==> src/sv/arl_pkg.sv <==
// package with operation and status codes and field widths of the array list engine
`timescale 1ns / 1ps

package arl_pkg;

  // input field widths
  localparam int OP_W  = 3;
  localparam int POS_W = 5;
  localparam int VAL_W = 32;

  // output field widths
  localparam int ST_W  = 2;
  localparam int IDX_W = 4;
  localparam int CNT_W = 5;

  // operation codes
  localparam logic [OP_W-1:0] OP_CLEAR  = 3'd0;
  localparam logic [OP_W-1:0] OP_INSERT = 3'd1;
  localparam logic [OP_W-1:0] OP_DELETE = 3'd2;
  localparam logic [OP_W-1:0] OP_SEARCH = 3'd3;
  localparam logic [OP_W-1:0] OP_READ   = 3'd4;

  // status codes
  localparam logic [ST_W-1:0] ST_OK       = 2'd0;
  localparam logic [ST_W-1:0] ST_BADPOS   = 2'd1;
  localparam logic [ST_W-1:0] ST_FULL     = 2'd2;
  localparam logic [ST_W-1:0] ST_NOTFOUND = 2'd3;

endpackage

==> src/sv/array_list_engine.sv <==
// top level of the array list engine: sequencer around a single list memory
`timescale 1ns / 1ps

// Bounded ordered list of signed 32-bit values kept in one synchronous memory of
// LIST_DEPTH entries with a live count. Each input transaction carries an operation
// (clear, insert, delete, search, read) and yields exactly one result transaction.
// Only one operation is in flight; the result sits in an output register, so the next
// input is taken as soon as the sequencer is back in idle. The one-read one-write memory
// port walks one entry per cycle. The final state, which hands the result over, waits
// for as long as the previous result still waits in the output register.
module array_list_engine #(
  parameter int LIST_DEPTH = 16
) (
  input  logic        clk,
  input  logic        rst_n,
  // input channel
  input  logic        in_tvalid,
  output logic        in_tready,
  input  logic [39:0] in_tdata,   // position[4:0], item_value[36:5], zero fill
  input  logic [2:0]  in_tuser,   // opcode[2:0]
  // result channel
  output logic        out_tvalid,
  input  logic        out_tready,
  output logic [47:0] out_tdata   // status[1:0], found_index[5:2], read_value[37:6],
                                  // list_count[42:38], zero fill
);

  localparam int AW = (LIST_DEPTH > 1) ? $clog2(LIST_DEPTH) : 1;
  localparam int CW = $clog2(LIST_DEPTH + 1);
  localparam int PW = (CW > arl_pkg::POS_W) ? CW : arl_pkg::POS_W;
  localparam logic [CW-1:0] DEPTH_C = CW'(LIST_DEPTH);

  typedef enum logic [2:0] {
    S_IDLE,
    S_SHIFT,
    S_PUT,
    S_SCAN,
    S_FETCH,
    S_FIN
  } state_t;

  // list memory
  logic [arl_pkg::VAL_W-1:0] mem [LIST_DEPTH];
  logic [arl_pkg::VAL_W-1:0] mem_q;
  logic                      mem_we;
  logic [AW-1:0]             mem_wa;
  logic [arl_pkg::VAL_W-1:0] mem_wd;
  logic                      mem_re;
  logic [AW-1:0]             mem_ra;

  // registers
  state_t                    state_r, state_nxt;
  logic [CW-1:0]             count_r, count_nxt;
  logic [CW-1:0]             ptr_r, ptr_nxt;
  logic [arl_pkg::OP_W-1:0]  op_r, op_nxt;
  logic [PW-1:0]             pos_r, pos_nxt;
  logic [arl_pkg::VAL_W-1:0] val_r, val_nxt;
  logic                      wr_pend_r, wr_pend_nxt;
  logic [AW-1:0]             wr_addr_r, wr_addr_nxt;
  logic                      rd_pend_r, rd_pend_nxt;
  logic [AW-1:0]             rd_idx_r, rd_idx_nxt;
  logic [arl_pkg::ST_W-1:0]  res_st_r, res_st_nxt;
  logic [AW-1:0]             res_idx_r, res_idx_nxt;
  logic [arl_pkg::VAL_W-1:0] res_val_r, res_val_nxt;
  logic                      out_valid_r, out_valid_nxt;
  logic [47:0]               out_data_r, out_data_nxt;

  // input fields
  logic [arl_pkg::OP_W-1:0]  in_op;
  logic [PW-1:0]             in_pos;
  logic [arl_pkg::VAL_W-1:0] in_val;
  logic                      in_fire;
  logic                      out_free;

  assign in_op    = in_tuser;
  assign in_pos   = PW'(in_tdata[arl_pkg::POS_W-1:0]);
  assign in_val   = in_tdata[arl_pkg::POS_W +: arl_pkg::VAL_W];
  assign in_tready = (state_r == S_IDLE);
  assign in_fire  = in_tvalid && in_tready;
  assign out_free = !out_valid_r || out_tready;

  assign out_tvalid = out_valid_r;
  assign out_tdata  = out_data_r;

  // sequencer and memory port control
  always_comb begin
    state_nxt   = state_r;
    count_nxt   = count_r;
    ptr_nxt     = ptr_r;
    op_nxt      = op_r;
    pos_nxt     = pos_r;
    val_nxt     = val_r;
    wr_pend_nxt = 1'b0;
    wr_addr_nxt = wr_addr_r;
    rd_pend_nxt = 1'b0;
    rd_idx_nxt  = rd_idx_r;
    res_st_nxt  = res_st_r;
    res_idx_nxt = res_idx_r;
    res_val_nxt = res_val_r;
    out_valid_nxt = out_valid_r && !out_tready;
    out_data_nxt  = out_data_r;
    mem_re = 1'b0;
    mem_ra = ptr_r[AW-1:0];
    // a pending shift write always drains first
    mem_we = wr_pend_r;
    mem_wa = wr_addr_r;
    mem_wd = mem_q;

    case (state_r)
      S_IDLE: begin
        if (in_fire) begin
          op_nxt      = in_op;
          pos_nxt     = in_pos;
          val_nxt     = in_val;
          res_st_nxt  = arl_pkg::ST_OK;
          res_idx_nxt = '0;
          res_val_nxt = '0;
          state_nxt   = S_FIN;
          case (in_op)
            arl_pkg::OP_CLEAR: begin
              count_nxt = '0;
            end
            arl_pkg::OP_INSERT: begin
              if (count_r == DEPTH_C) begin
                res_st_nxt = arl_pkg::ST_FULL;
              end else if (in_pos > PW'(count_r)) begin
                res_st_nxt = arl_pkg::ST_BADPOS;
              end else begin
                ptr_nxt   = count_r;
                state_nxt = S_SHIFT;
              end
            end
            arl_pkg::OP_DELETE: begin
              if (in_pos >= PW'(count_r)) begin
                res_st_nxt = arl_pkg::ST_BADPOS;
              end else begin
                ptr_nxt   = CW'(in_pos);
                state_nxt = S_SHIFT;
              end
            end
            arl_pkg::OP_SEARCH: begin
              res_st_nxt = arl_pkg::ST_NOTFOUND;
              ptr_nxt    = '0;
              state_nxt  = S_SCAN;
            end
            arl_pkg::OP_READ: begin
              if (in_pos >= PW'(count_r)) begin
                res_st_nxt = arl_pkg::ST_BADPOS;
              end else begin
                state_nxt = S_FETCH;
              end
            end
            default: begin
              state_nxt = S_FIN;
            end
          endcase
        end
      end

      // move entries one place, one read and one delayed write per cycle
      S_SHIFT: begin
        if (op_r == arl_pkg::OP_INSERT) begin
          if (PW'(ptr_r) > pos_r) begin
            mem_re      = 1'b1;
            mem_ra      = AW'(ptr_r - CW'(1));
            wr_pend_nxt = 1'b1;
            wr_addr_nxt = ptr_r[AW-1:0];
            ptr_nxt     = ptr_r - CW'(1);
          end else begin
            state_nxt = S_PUT;
          end
        end else begin
          if ((ptr_r + CW'(1)) < count_r) begin
            mem_re      = 1'b1;
            mem_ra      = AW'(ptr_r + CW'(1));
            wr_pend_nxt = 1'b1;
            wr_addr_nxt = ptr_r[AW-1:0];
            ptr_nxt     = ptr_r + CW'(1);
          end else begin
            state_nxt = S_PUT;
          end
        end
      end

      // wait for the last shift write, then place the value and update the count
      S_PUT: begin
        if (!wr_pend_r) begin
          if (op_r == arl_pkg::OP_INSERT) begin
            mem_we    = 1'b1;
            mem_wa    = pos_r[AW-1:0];
            mem_wd    = val_r;
            count_nxt = count_r + CW'(1);
          end else begin
            count_nxt = count_r - CW'(1);
          end
          state_nxt = S_FIN;
        end
      end

      // linear search, the compare happens in the cycle after the read
      S_SCAN: begin
        if (rd_pend_r && (mem_q == val_r)) begin
          res_st_nxt  = arl_pkg::ST_OK;
          res_idx_nxt = rd_idx_r;
          state_nxt   = S_FIN;
        end else if (ptr_r < count_r) begin
          mem_re      = 1'b1;
          mem_ra      = ptr_r[AW-1:0];
          rd_pend_nxt = 1'b1;
          rd_idx_nxt  = ptr_r[AW-1:0];
          ptr_nxt     = ptr_r + CW'(1);
        end else begin
          state_nxt = S_FIN;
        end
      end

      // single entry read
      S_FETCH: begin
        if (rd_pend_r) begin
          res_val_nxt = mem_q;
          state_nxt   = S_FIN;
        end else begin
          mem_re      = 1'b1;
          mem_ra      = pos_r[AW-1:0];
          rd_pend_nxt = 1'b1;
        end
      end

      // hand the result to the output register once it is free
      S_FIN: begin
        if (out_free) begin
          out_valid_nxt = 1'b1;
          out_data_nxt  = {5'd0, arl_pkg::CNT_W'(count_r), res_val_r,
                           arl_pkg::IDX_W'(res_idx_r), res_st_r};
          state_nxt     = S_IDLE;
        end
      end

      default: begin
        state_nxt = S_IDLE;
      end
    endcase
  end

  // state and registered outputs
  always_ff @(posedge clk) begin
    if (!rst_n) begin
      state_r     <= S_IDLE;
      count_r     <= '0;
      wr_pend_r   <= 1'b0;
      rd_pend_r   <= 1'b0;
      out_valid_r <= 1'b0;
    end else begin
      state_r     <= state_nxt;
      count_r     <= count_nxt;
      wr_pend_r   <= wr_pend_nxt;
      rd_pend_r   <= rd_pend_nxt;
      out_valid_r <= out_valid_nxt;
    end
    ptr_r      <= ptr_nxt;
    op_r       <= op_nxt;
    pos_r      <= pos_nxt;
    val_r      <= val_nxt;
    wr_addr_r  <= wr_addr_nxt;
    rd_idx_r   <= rd_idx_nxt;
    res_st_r   <= res_st_nxt;
    res_idx_r  <= res_idx_nxt;
    res_val_r  <= res_val_nxt;
    out_data_r <= out_data_nxt;
  end

  // list memory, one write and one registered read per cycle
  always_ff @(posedge clk) begin
    if (mem_we) begin
      mem[mem_wa] <= mem_wd;
    end
    if (mem_re) begin
      mem_q <= mem[mem_ra];
    end
  end

  // the count never passes the list depth
  assert property (@(posedge clk) disable iff (!rst_n) count_r <= DEPTH_C)
    else $error("list count above depth");

  // no shift write is left over once the sequencer is back in idle
  assert property (@(posedge clk) disable iff (!rst_n)
                   (state_r == S_IDLE) |-> !wr_pend_r)
    else $error("shift write pending in idle");

  // a finished result reaches the output register when it is free
  assert property (@(posedge clk) disable iff (!rst_n)
                   (state_r == S_FIN && out_free) |=> (out_valid_r && state_r == S_IDLE))
    else $error("result not loaded");

  // a full status is only reported with a full list
  assert property (@(posedge clk) disable iff (!rst_n)
                   (state_r == S_FIN && res_st_r == arl_pkg::ST_FULL)
                   |-> (count_r == DEPTH_C))
    else $error("full status with room left");

endmodule
==> config.mk <==
export PLATFORM = sky130hd
export DESIGN_NAME = array_list_engine
export DESIGN_NICKNAME = d
export VERILOG_FILES = /design/src/sv/arl_pkg.sv /design/src/sv/array_list_engine.sv
export SDC_FILE = /design/constraint.sdc
export NUM_CORES = 1
export LEC_CHECK = 0
export BUFFER_PORTS_ARGS = -buffer_cell sky130_fd_sc_hd__buf_2
export CORE_MARGIN = 1.5
export CORE_UTILIZATION = 50
export CTS_CLUSTER_SIZE = 28
export DETAILED_ROUTE_END_ITERATION = 8
export HOLD_SLACK_MARGIN = 0.06
export PLACE_DENSITY_LB_ADDON = 0.1
export SYNTH_ARGS = -nofsm -noshare
export SYNTH_HDL_FRONTEND = slang
export SYNTH_SLANG_ARGS = --single-unit
==> constraint.sdc <==
create_clock -name clk -period 4.6 [get_ports clk]
set_input_delay 0.46 -clock clk [delete_from_list [all_inputs] [get_ports clk]]
set_output_delay 0.46 -clock clk [all_outputs]
set_load 0.005 [all_outputs]
==> results.toml <==
[global_route]
grt_pass1_vias = 15160
grt.overflow.total = 0
grt_max_degree = 96
track_usage = 0.233
antenna_found_initial = 1
grt_pass1_wl_mm = 96.9

[power_and_ir_drop]
total_power_mw = 24.3
worst_ir_drop_vdd_uv = 919
leakage_nw = 11.3
power_density_mw_per_mm2 = 749

[setup_path]
r2r-start = "ptr_r[0]"
crit_arrival_ns = 4.32
critical_path_peak_fanout = 26
ff2ff_setup_slack_ns = 0.64
rr_worst_depth = 15
path_class = "flip-flop to flip-flop"
startpoint_type = "flip-flop"
cp.required_ns = 4.96
r2r-end = "mem_q[19]"
crit_path_end_kind = "flip-flop"

[logic_synthesis]
async_reset_ff_frac = 0
synth_ff_type = "edfxtp_1"
avgSynthCellArea_um2 = 16.1
synth_warnings = 0
ys_seq_elements = 689
synth_edf_count = 678
synth.distinct_cells = 67
syn_area_mm2 = 0.0280
synthCells = 1741
yosysSeqAreaShare = 0.736

[clocking]
postCtsSetupBuffers = 0
htreeDepth = 3
clock_path_buffers = 3
cts_sinks = 689
clock_latency_ns = 0.61
cts_inserted_buffers = 71
path_clk_slew_ns = 0.06
cts_tree = "built"
cts_root_buffer = "clkbuf_16"

[final_layout]
insertedDiodeCount = 0
layout.nets = 1981
seq_area_mm2 = 0.0206
fill_cells = 4221
stdcell_count = 2714
layout-drive-gt1-share = 0.202
final_util = 0.587
finalInstanceArea_mm2 = 0.0324
multi_input_area_mm2 = 0.00687
area_growth_pct = 15.9

[floorplanning]
coreArea_mm2 = 0.0552
die-area_mm2 = 0.0573
start_util = 0.506
die_y_um = 239
die_w_um = 239
core.rowCount = 86
io_pins = 97

[timing]
finalWorstPathRequiredPeriod_ns = 3.96
worst-slew-pin-transition_ns = 1.17
final_hold_viol_count = 0
period_share = 0.860
setup_slack_ns = 0.643
slew_violations = 0
rsz0062_at_grt = "no"
tns_ns = 0
maxClockFrequency_ghz = 0.253
finalSetupViolations = 0
finClkSkew_ns = 0.0221
relSlewSlack = 0.216
whs_ns = 0.0953

[placed_design]
place.gp.congestion = 0.793
port_buffers = 88
dp_slack_ns = 0.639
dp_cells = 2552
dpl.hpwl_mm = 37.9
place_area_mm2 = 0.0297

[drt]
drtPass1Iterations = 5
num_vias = 15657
ant_nets = 0
wl_mm = 66.0
drtIter0Drc = 1348
wire_per_inst_um = 24.3
detail_route.vias_per_cell = 5.77
drc = 0

[min_path]
hold_path_depth = 1
hp-class = "input pin to flip-flop"
min-delay-start = "in_tdata[3]"
hold_end = "pos_r[3]"

[flow_run]
cap_violations = 0

[status]
status = "completed"
-- Yosys cell counts (all sizes together) (33+ instances only) --
library cell	number	area [um^2]
nor2	40	150
o22ai	36	225
a32oi	66	578
nand2	213	800
mux2	97	1090
xor2	34	298
and2	36	225
buf	50	403
a21oi	88	444
clkbuf	50	195
a221o	33	330
mux2i	130	1300
edfxtp	678	20400
-- logic make-up after synthesis --
group	share of synthesized area
multiplexers	0.0856
flip-flops	0.736
adder cells (fa/ha/maj)	0.0110
other	0.000134
AO/OA/AOI/OAI	0.0719
XOR/XNOR	0.0132
buffers and inverters	0.0247
AND/OR/NAND/NOR	0.0574
-- state kept, by name, summed over array words and instances, names as in the netlist, 4 cells and up --
signal / count
rd_idx_r: 4
ptr_r: 5
mem: 512
val_r: 32
res_idx_r: 4
wr_addr_r: 4
mem_q: 32
out_tdata: 43
count_r: 5
res_val_r: 32
pos_r: 5
-- worst max-delay path by stage --
stage	slack, ns	depth (start not counted)	end	start
final	0.64	15	mem_q[19]	ptr_r[0]
after global routing	0.39	15	mem_q[11]	ptr_r[0]
after CTS	0.60	14	mem_q[19]	ptr_r[0]
after detailed placement	0.64	14	mem_q[16]	ptr_r[0]
after global placement	0.66	14	mem_q[16]	ptr_r[0]
after floorplan	1.07	15	mem_q[10]	ptr_r[1]
-- layer usage --
| layer | share of wire | GRT usage |
|---|---|---|
| met1 | 0.44 | 0.328 |
| met2 | 0.47 | 0.369 |
| met3 | 0.067 | 0.0453 |
| met4 | 0.026 | 0.0733 |
| met5 | 0 | 0 |
-- cell usage in the layout, fill, tap and decap left out, types with 4 or more instances in the layout --
| master | netlist | layout |
|---|---|---|
| edfxtp_1 | 678 | 678 |
| nand2_1 | 213 | 209 |
| mux2i_1 | 130 | 130 |
| mux2_2 | 96 | 96 |
| buf_2 | 23 | 88 |
| a21oi_1 | 87 | 87 |
| clkbuf_16 | 0 | 74 |
| a32oi_1 | 66 | 66 |
| buf_4 | 8 | 49 |
| and2_1 | 36 | 36 |
| o22ai_1 | 36 | 36 |
| xor2_1 | 34 | 34 |
| dlygate4sd3_1 | 0 | 33 |
| a221o_1 | 33 | 32 |
| ha_1 | 23 | 23 |
| buf_12 | 5 | 22 |
| nor2_1 | 40 | 21 |
| inv_1 | 21 | 20 |
| clkinv_2 | 0 | 20 |
| nor2_4 | 0 | 19 |
| nand3_1 | 14 | 14 |
| nor3_1 | 11 | 11 |
| clkinv_1 | 1 | 11 |
| clkbuf_1 | 48 | 11 |
| dfxtp_1 | 11 | 11 |
| nand2b_1 | 8 | 8 |
| a21o_1 | 8 | 8 |
| nor4_1 | 8 | 8 |
| xnor2_1 | 8 | 8 |
| o21ai_0 | 8 | 8 |
| a31oi_1 | 8 | 8 |
| bufinv_16 | 0 | 8 |
| nand4_1 | 5 | 5 |
| nor3b_1 | 5 | 5 |
| a211oi_1 | 5 | 5 |
| conb_1 | 1 | 5 |
| nand2_2 | 0 | 4 |
| and3_1 | 4 | 4 |
-- timing repair --
action | in CTS | in global routing
resized for setup | 0 | 0
hold buffers | 33 | 0
hold endpoints to repair | 33 | 0
-- critical path: stages, from the launching register on --
cell      delay (ns)
edfxtp_1        0.45
ha_1            0.27
nand3_1         0.11
xnor2_1         0.15
ha_1            0.30
a21oi_1         0.14
nand2_1         0.08
a31o_2          0.26
a41o_1          0.29
a221oi_4        0.31
buf_12          0.28
buf_12          0.24
mux2i_1         0.24
mux2_2          0.19
o22ai_1         0.10
a221o_1         0.27
-- where the power goes --
part           switching [mW]  total [mW]  leakage, nW  internal (mW)
sequential              0.396        8.94         6.26           8.54
clock                    2.33        5.74         1.16           3.41
combinational            5.84        9.60         3.89           3.76
-- cell type report --
type / count / share of cell area
Clock inverter: 43 / 0.0132
Clock buffer: 86 / 0.0589
Multi-Input combinational cell: 933 / 0.212
Sequential cell: 689 / 0.635
Timing Repair Buffer: 192 / 0.0487
Tap cell: 748 / 0.0289
Inverter: 23 / 0.00282
Power figures use the tool's default switching activity.
